### src/hw/rtl/glos_pkg.sv
`default_nettype none

package glos_pkg;

    localparam int COORD_W = 6;
    localparam int FLOOR_W = 4;
    // line metric width, covers |a*x + b*y + c| for 6-bit coordinates
    localparam int MET_W   = 16;

    localparam logic CMD_WRITE = 1'b0;
    localparam logic CMD_QUERY = 1'b1;

    typedef struct packed {
        logic [COORD_W-1:0] fx;
        logic [COORD_W-1:0] fy;
        logic [FLOOR_W-1:0] fz;
        logic [COORD_W-1:0] tx;
        logic [COORD_W-1:0] ty;
        logic [FLOOR_W-1:0] tz;
    } t_query;

    typedef struct packed {
        logic               wr;
        logic               rd;
        logic [COORD_W-1:0] x;
        logic [COORD_W-1:0] y;
        logic [FLOOR_W-1:0] z;
        logic               mark;
    } t_map_req;

    typedef struct packed {
        logic ready;
        logic blocked;
    } t_map_rsp;

endpackage

`default_nettype wire

### src/hw/rtl/glos_walk.sv
`default_nettype none

module glos_walk import glos_pkg::*; #(
    parameter int GRID_W = 64
) (
    input  wire logic   i_clk,
    input  wire logic   i_rst_n,
    input  wire logic   i_start,
    input  wire t_query i_query,
    input  wire logic   i_blocked,
    output t_map_req    o_req,
    output logic        o_idle,
    output logic        o_done,
    output logic        o_clear
);

    localparam int CAP  = 2 * GRID_W;
    localparam int SC_W = $clog2(CAP + 1);

    typedef enum logic [1:0] {
        S_IDLE,
        S_SETUP,
        S_WALK
    } t_state;

    t_state                    r_state;
    logic [COORD_W-1:0]        r_wx, r_wy, r_dx, r_dy;
    logic [FLOOR_W-1:0]        r_sz;
    logic [COORD_W-1:0]        r_a, r_b;
    logic                      r_xnz, r_ynz, r_xinc, r_yinc;
    logic signed [MET_W-1:0]   r_line;
    logic [SC_W-1:0]           r_steps;
    logic                      r_pend;
    logic                      r_done;
    logic                      r_clear;

    logic [COORD_W-1:0]        sx, sy, ex, ey;
    logic [FLOOR_W-1:0]        sz;
    logic [2*COORD_W-1:0]      prod;
    logic signed [MET_W-1:0]   p_s, line0;
    logic signed [MET_W-1:0]   ax, by, hor, ver, crs;
    logic [MET_W-1:0]          hor_m, ver_m, crs_m;
    logic                      arrived, step, ymove, xmove;
    logic                      walk_end;
    logic [COORD_W-1:0]        nx, ny;

    // start from the lower floor, the first cell on a tie
    always_comb begin
        if (i_query.fz > i_query.tz) begin
            sx = i_query.tx; sy = i_query.ty; sz = i_query.tz;
            ex = i_query.fx; ey = i_query.fy;
        end else begin
            sx = i_query.fx; sy = i_query.fy; sz = i_query.fz;
            ex = i_query.tx; ey = i_query.ty;
        end
    end

    // initial line value a*(x0-dx) + b*(y0-dy) = -(mx+my)*a*b
    assign prod = r_a * r_b;
    assign p_s  = $signed(MET_W'(prod));
    always_comb begin
        line0 = '0;
        if (r_xnz && r_ynz) begin
            if (r_xinc == r_yinc) begin
                line0 = r_xinc ? -(p_s <<< 1) : (p_s <<< 1);
            end
        end else if (r_xnz) begin
            line0 = r_xinc ? -p_s : p_s;
        end else if (r_ynz) begin
            line0 = r_yinc ? -p_s : p_s;
        end
    end

    assign ax = !r_xnz ? '0 : (r_xinc ?  $signed(MET_W'(r_a))
                                      : -$signed(MET_W'(r_a)));
    assign by = !r_ynz ? '0 : (r_yinc ?  $signed(MET_W'(r_b))
                                      : -$signed(MET_W'(r_b)));
    assign hor = r_line + ax;
    assign ver = r_line + by;
    assign crs = r_line + ax + by;
    assign hor_m = MET_W'(hor < 0 ? -hor : hor);
    assign ver_m = MET_W'(ver < 0 ? -ver : ver);
    assign crs_m = MET_W'(crs < 0 ? -crs : crs);

    // y decides first; x sees the updated y
    assign ymove = (r_wy != r_dy) && ((r_wx == r_dx) || hor_m > ver_m || hor_m > crs_m);
    assign ny    = ymove ? (r_yinc ? r_wy + COORD_W'(1) : r_wy - COORD_W'(1)) : r_wy;
    assign xmove = (r_wx != r_dx) && ((ny == r_dy) || ver_m > hor_m || ver_m > crs_m);
    assign nx    = xmove ? (r_xinc ? r_wx + COORD_W'(1) : r_wx - COORD_W'(1)) : r_wx;

    assign arrived = (r_wx == r_dx) && (r_wy == r_dy);
    assign step    = (r_state == S_WALK) && !(r_pend && i_blocked) && !arrived
                  && (r_steps < SC_W'(CAP));
    // blocked, arrived or out of steps
    assign walk_end = (r_state == S_WALK) && !step;

    always_comb begin
        o_req      = '0;
        o_req.rd   = step;
        o_req.x    = nx;
        o_req.y    = ny;
        o_req.z    = r_sz;
    end

    always_ff @(posedge i_clk) begin
        if (!i_rst_n) begin
            r_state <= S_IDLE;
            r_pend  <= 1'b0;
            r_done  <= 1'b0;
            r_clear <= 1'b0;
            r_steps <= '0;
            r_wx    <= '0;
            r_wy    <= '0;
        end else begin
            r_done <= walk_end;
            case (r_state)
                S_IDLE: begin
                    if (i_start) begin
                        r_wx    <= sx;
                        r_wy    <= sy;
                        r_sz    <= sz;
                        r_dx    <= ex;
                        r_dy    <= ey;
                        r_a     <= (ey > sy) ? ey - sy : sy - ey;
                        r_b     <= (ex > sx) ? ex - sx : sx - ex;
                        r_xnz   <= (sx != ex);
                        r_ynz   <= (sy != ey);
                        r_xinc  <= (sx < ex);
                        r_yinc  <= (sy < ey);
                        r_steps <= '0;
                        r_pend  <= 1'b0;
                        r_state <= S_SETUP;
                    end
                end
                S_SETUP: begin
                    r_line  <= line0;
                    r_state <= S_WALK;
                end
                S_WALK: begin
                    if (r_pend && i_blocked) begin
                        r_clear <= 1'b0;
                        r_state <= S_IDLE;
                    end else if (arrived) begin
                        r_clear <= 1'b1;
                        r_state <= S_IDLE;
                    end else if (!step) begin
                        // step cap reached
                        r_clear <= 1'b0;
                        r_state <= S_IDLE;
                    end else begin
                        r_wx    <= nx;
                        r_wy    <= ny;
                        r_line  <= r_line + (xmove ? ax : '0) + (ymove ? by : '0);
                        r_steps <= r_steps + SC_W'(1);
                        r_pend  <= 1'b1;
                    end
                end
                default: begin
                    r_state <= S_IDLE;
                end
            endcase
        end
    end

    assign o_idle  = (r_state == S_IDLE) && !r_done;
    assign o_done  = r_done;
    assign o_clear = r_clear;

endmodule

`default_nettype wire
### config.mk
export PLATFORM = sky130hd
export DESIGN_NAME = glos_walk
export DESIGN_NICKNAME = d
export VERILOG_FILES = /design/src/hw/rtl/glos_pkg.sv /design/src/hw/rtl/glos_walk.sv
export SDC_FILE = /design/constraint.sdc
export NUM_CORES = 1
export LEC_CHECK = 0
export BUFFER_PORTS_ARGS = -buffer_cell sky130_fd_sc_hd__buf_4
export CORE_MARGIN = 5
export CORE_UTILIZATION = 40
export CTS_CLUSTER_SIZE = 16
export DETAILED_ROUTE_END_ITERATION = 8
export GPL_ROUTABILITY_DRIVEN = 0
export GPL_TIMING_DRIVEN = 0
export MAX_ROUTING_LAYER = met4
export PLACE_DENSITY_LB_ADDON = 0.2
export SKIP_CTS_REPAIR_TIMING = 1
export SLEW_MARGIN = 15
export SYNTH_ARGS = -nofsm -noshare
export SYNTH_HDL_FRONTEND = slang
export SYNTH_SLANG_ARGS = --single-unit
### constraint.sdc
create_clock -name i_clk -period 20.5 [get_ports i_clk]
set_clock_uncertainty 0.1 [all_clocks]
set_input_delay 2.05 -clock i_clk [delete_from_list [all_inputs] [get_ports i_clk]]
set_output_delay 2.05 -clock i_clk [all_outputs]
set_load 0.005 [all_outputs]
; ---- Yosys cells after proc, flatten, opt, wreduce, memory -nomap -nowiden
; Index checks and enable logic that the tools add are counted.
[word_totals]
input_bits = 36
ramBits = 0
latchBits = 0
memories = 0
wordCells = 153
rom_bits = 0
reg_bits = 73
[op_classes]
div = 0
add_sub_neg = 21
bitwise = 0
n_eq_ne = 16
muxes = 59
shifts = 0
mul = 1
order_cmp = 13
reduce_logical = 26
[op_table]
columns = cell, count
row1 = 16-bit 2-to-1 mux, 19
row2 = 6-bit 2-to-1 mux, 18
row3 = 16-bit adder, 5
row4 = 16-bit > comparator, 4
row5 = "16-bit by 1-bit less-than comparator with 1-bit output, second input constant", 3
row6 = 16-bit negation, 3
row7 = 8-bit 2-to-1 mux, 4
row8 = 6-bit negation with 16-bit output, 2
row9 = 16-bit case mux with 2 select lines, 1
row10 = 6-bit inequality test, 4
row11 = 6-bit case mux with 2 select lines, 2
row12 = 6-bit subtractor, 4
row13 = 6-bit equality test, 3
row14 = 12-bit negation with 16-bit output, 1
row15 = 13-bit negation with 16-bit output, 1
row16 = 8-bit case mux with 2 select lines, 1
row17 = "6-bit by 1-bit adder with 6-bit output, second input constant", 2
row18 = 6-bit > comparator, 2
row19 = 6-bit less-than comparator, 2
row20 = 6-bit by 6-bit multiplier with 12-bit output, 1
row21 = "6-bit by 1-bit subtractor with 6-bit output, second input constant", 2
row22 = 1-bit logical AND, 10
row23 = 5-bit AND reduction, 2
row24 = "8-bit by 1-bit adder with 8-bit output, second input constant", 1
row25 = 19 further kinds, 39

; ---- Longest topological paths before layout
[logic_depth]
ltp_word = 22
depth_mapped = 62
depth_no_buf = 57

; ---- Worst setup path before layout
; Ideal clock, no wire load.
[synth_timing]
kind = flip-flop to flip-flop
from = register r_a[0]
to = register r_line[15], data pin
stages_incl_launch_ff = 56
t_arrival_ns = 11.136
path_buffers = 3
setup_ns = 0.152
slack_ns = 9.112
required_ns = 20.248
path_cell_list = edfxtp_1 -> clkbuf_1 -> inv_1 -> ha_1 -> or3_1 -> a21boi_0 -> ha_1 -> a211o_1 -> a21o_1 -> a311o_1 -> ha_1 -> buf_4 -> nand4_2 -> nor4_4 -> o211ai_1 -> a31o_1 -> a211oi_2 -> xnor2_2 -> [... 20 more ...] -> inv_1 -> fa_1 -> nor2b_1 -> o21ai_0 -> a21boi_0 -> o21ai_0 -> a21boi_0 -> o21ai_0 -> a21oi_1 -> o21ai_0 -> a21boi_0 -> o21ai_0 -> a21oi_1 -> mux2i_1 -> nor2_1 -> xor2_1 -> or3_1 -> a31oi_1
[synth_rtl]
columns = element, line
row1 = "start, declared", glos_walk.sv:29  ; logic [COORD_W-1:0] r_a, r_b;
row2 = "start signal, assigned", glos_walk.sv:124  ; r_a <= (ey > sy) ? ey - sy : sy - ey;
row3 = "end signal, assigned", glos_walk.sv:136  ; r_line <= line0;
row4 = "end signal, assigned", glos_walk.sv:153  ; r_line <= r_line + (xmove ? ax : '0) + (ymove ? by : '0);
row5 = "end, declared", glos_walk.sv:31  ; logic signed [MET_W-1:0] r_line;

; ---- Worst setup path in the final report
[layout_timing]
from = register r_a[0]
to = register r_line[15], data pin
[layout_between]
elab_chain_len = 22
[layout_rtl]
columns = element, line
row1 = 6-bit negation with 16-bit output, glos_walk.sv:75  ; : -$signed(MET_W'(r_a)));
row2 = 16-bit 2-to-1 mux (2 in series), glos_walk.sv:74  ; assign ax = !r_xnz ? '0 : (r_xinc ? $signed(MET_W'(r_a))
row3 = 16-bit adder, "glos_walk.sv:78, glos_walk.sv:80"
row4 = 16-bit adder (tied with other cells), glos_walk.sv:80  ; assign crs = r_line + ax + by;
row5 = 16-bit negation (tied with other cells), glos_walk.sv:83  ; assign crs_m = MET_W'(crs < 0 ? -crs : crs);
row6 = 16-bit 2-to-1 mux or 16-bit > comparator (tied branches), "glos_walk.sv:83, glos_walk.sv:86"
row7 = 16-bit > comparator or 1-bit logical OR (tied branches), glos_walk.sv:86  ; assign ymove = (r_wy != r_dy) && ((r_wx == r_dx) || hor_m > ver_m || hor_m > crs_m);
row8 = 1-bit logical OR, glos_walk.sv:86
row9 = [... 3 more ...], --
row10 = 1-bit logical OR (2 in series), glos_walk.sv:88  ; assign xmove = (r_wx != r_dx) && ((ny == r_dy) || ver_m > hor_m || ver_m > crs_m);
row11 = 1-bit logical AND, glos_walk.sv:88
row12 = 16-bit 2-to-1 mux, glos_walk.sv:153
row13 = 16-bit adder (2 in series), glos_walk.sv:153
row14 = 16-bit 2-to-1 mux, glos_walk.sv:146  ; end else if (!step) begin
row15 = 16-bit 2-to-1 mux, glos_walk.sv:143  ; end else if (arrived) begin
row16 = 16-bit 2-to-1 mux, glos_walk.sv:140  ; if (r_pend && i_blocked) begin
row17 = 16-bit case mux with 2 select lines (*), glos_walk.sv:116  ; case (r_state)
; Mark *: on every way between the ends. The rest lies on a longest branch, timed or not. The select of a mux whose other input is x is not followed.
; A chain may end at the register's enable or synchronous reset.

==> impl_metrics.py <==
metrics = {
    "run_status": {
        "status": "completed",
    },
    "sta": {
        "post-route-period-util_pct": 69.6,
        "tightest_slew_ns": 0.906,
        "min_period_ns": 14.26,
        "tns_ns": 0,
        "rsz0062_at_grt": "no",
        "drv_slew": 0,
        "slew_headroom_pct": 39.1,
        "final_hold_viol_count": 0,
        "setup_violations": 0,
        "max_freq_ghz": 0.0701,
    },
    "drt": {
        "routedWlPerCell_um": 18.4,
        "vias_per_cell": 5.71,
        "vias": 11800,
        "postRouteAntennaNets": 0,
        "routed_wl_mm": 38.2,
        "drcViolationCount": 0,
        "drt_iter0_drc": 694,
        "dr.pass1.iters": 5,
    },
    "global_routing": {
        "antenna_found_initial": 0,
        "grt_util_all_layers_pct": 21.8,
        "grt_max_degree": 14,
        "grt_overflow": 0,
        "grt_pass1_wl_mm": 60.7,
        "grt_pass1_vias": 11500,
    },
    "clock_network": {
        "cts_tree": "yes",
        "cts_num_sinks": 73,
        "clk_pin_slew_worst_paths_ns": 0.06,
        "cts_made_buffers": 9,
        "htree_levels": 3,
        "root_buffer": "clkbuf_16",
        "cts_buffer_depth": 2,
        "clock_latency_ns": 0.34,
    },
    "flow_run": {
        "drv_cap": 0,
    },
    "finish": {
        "layout.nets": 1891,
        "diodes": 0,
        "final_cell_mix": "nand2_1, ha_1, a21oi_1",
        "drive_above_1_share_pct": 8.01,
        "multiInputGateArea_um2": 9920,
        "area_delta_synth_final_pct": 9.94,
        "final_common_cell": "nand2_1",
        "register_area_um2": 1940,
        "nFillCells": 3137,
    },
    "synthesis": {
        "synthesis.area_um2": 12600,
        "syn_inst": 1601,
        "synthTopCellsByArea": "ha_1, edfxtp_1, fa_1, a21oi_1, xnor2_1",
        "synth_flop_cell": "edfxtp_1",
        "synth_edf_count": 48,
        "synthArstFlopShare_pct": 0,
        "yosys.area.top_type": "ha_1",
        "yosysSeqAreaShare_pct": 15.4,
        "synth_warnings": 0,
        "ys_ff_latch": 73,
        "synth_top_cell_area_share_pct": 14.8,
        "synth_cell_types": 90,
        "synth_area_per_cell_um2": 7.85,
    },
    "die": {
        "core-area_um2": 31300,
        "pin_count": 58,
        "start_util_pct": 40.2,
        "die-area_um2": 35100,
        "num_rows": 65,
        "die_h_um": 187,
        "die_w_um": 187,
    },
    "setup_path": {
        "cp_slowest_stage_delay_ns": 0.73,
        "worst_path_most_repeated_cell": "o21ai_0",
        "worstSetupPathType": "flip-flop to flip-flop",
        "timing.rr.start": "r_a[0]",
        "start_kind": "flip-flop",
        "worst-path-max-fanout": 10,
        "cp-end-kind": "flip-flop",
        "r2r_end": "r_line[15]",
        "slowest_stage": "xnor2_1",
        "endpoint": "r_line[15]",
        "startpoint": "r_a[0]",
        "reg2reg_setup_slack_ns": 6.24,
        "reg2reg_depth": 53,
        "required_ns": 20.59,
        "worstPathArrival_ns": 14.35,
    },
    "power_and_ir_drop": {
        "power_per_cell_area_nw_per_um2": 155,
        "totalPowerFinal_mw": 2.14,
        "vdd_drop_max_uv": 69.3,
        "power_leakage_nw": 6.06,
    },
    "placement": {
        "port_buffers": 51,
        "dp_hpwl_mm": 31.6,
    },
    "hold_path": {
        "whs_path_depth": 1,
        "hold_path_class": "flip-flop to flip-flop",
    },
}
kinds of logic (layout without fill, tap and decap cells):
group	after synthesis	in the layout	share of synthesized area, %
adders and majority gates	194	194	21.4
xor gates and xnor gates	144	144	10.4
other	1	2	0.0298
muxes	26	26	2.17
buffers and inverters	184	255	5.81
AOI/OAI and AO/OA	465	465	24.0
and+or+nand+nor	514	514	20.7
DFF	73	73	15.4
cell usage after synthesis (15+ instances only):
| cell type | number |
|---|---|
| and2_1 | 22 |
| o21ai_0 | 88 |
| a21o_1 | 35 |
| o31ai_1 | 15 |
| edfxtp_1 | 48 |
| inv_1 | 123 |
| nor2_1 | 106 |
| a31oi_1 | 22 |
| xor2_1 | 59 |
| o211ai_1 | 20 |
| nand2_1 | 152 |
| dfxtp_1 | 25 |
| nor3_1 | 39 |
| nor2b_1 | 30 |
| clkbuf_1 | 40 |
| and3_1 | 19 |
| fa_1 | 38 |
| a21oi_1 | 140 |
| o21a_1 | 19 |
| a21boi_0 | 17 |
| nand2b_1 | 29 |
| nand3_1 | 25 |
| ha_1 | 149 |
| mux2i_1 | 16 |
| or3_1 | 18 |
| xnor2_1 | 80 |
per-stage QoR:
stage	worst slack [ns]	cell area [µm²]	hold slack (ns)	instances	util [%]
floorplan	9.11	12600	0.332	1602	-
global placement	6.56	13500	0.358	2055	43.0
detailed placement	6.47	13500	0.374	2059	43.2
CTS	6.38	13800	0.384	2075	44.1
global route	5.25	13800	0.404	2075	44.1
finish	6.24	13800	0.389	2075	44.1
worst min path at each step:
stage,startpoint,end,slack (ns)
2_1_floorplan,r_steps[6],r_steps[6],0.33
3_3_place_gp,r_steps[6],r_steps[6],0.36
3_5_place_dp,r_steps[6],r_steps[6],0.37
4_1_cts,r_steps[6],r_steps[6],0.38
5_1_grt,r_steps[6],r_steps[6],0.40
6_report,r_steps[6],r_steps[6],0.39
sequential cells by signal, indices dropped and copies added, names as in the netlist, 2 cells and up:
signal	flops
r_dx	6
r_wx	6
r_b	6
r_a	6
r_line	16
r_steps	8
r_state	2
r_sz	4
r_dy	6
r_wy	6
cell type report:
class / instances / share of cell area (%)
Multi-Input combinational cell: 1345 / 71.8
Sequential cell: 73 / 14.0
Tap cell: 402 / 3.64
Inverter: 123 / 3.34
Timing Repair Buffer: 55 / 3.04
Clock buffer: 13 / 2.04
Buffer: 61 / 1.95
Clock inverter: 3 / 0.163
report_power, final:
part	leakage, nW	switching, mW	total, mW	internal [mW]
logic	5.26	1.05	1.78	0.734
clock network	0.151	0.0625	0.159	0.0962
registers	0.648	0.0170	0.198	0.181
total	6.06	1.13	2.14	1.01
per-layer routing:
metal,vias to the layer above,GRT usage (%),part of all wire [%]
met3,56,2.02,4.0
met4,0,7.45,3.4
met1,5593,27.1,44
met2,288,37.2,48
li1,5906,-,-
met5,-,-,0
critical path: cells and delay by family, from the launching register on:
family | cells | cell delay, ns
multiplexers | 2 | 0.62
AND/OR/NAND/NOR | 9 | 1.91
XOR/XNOR | 4 | 1.54
flip-flops | 1 | 0.31
adder cells (fa/ha/maj) | 7 | 2.38
AO/OA/AOI/OAI | 25 | 5.95
buffers and inverters | 6 | 1.28
Note: power is estimated with default switching activity, not from simulation.
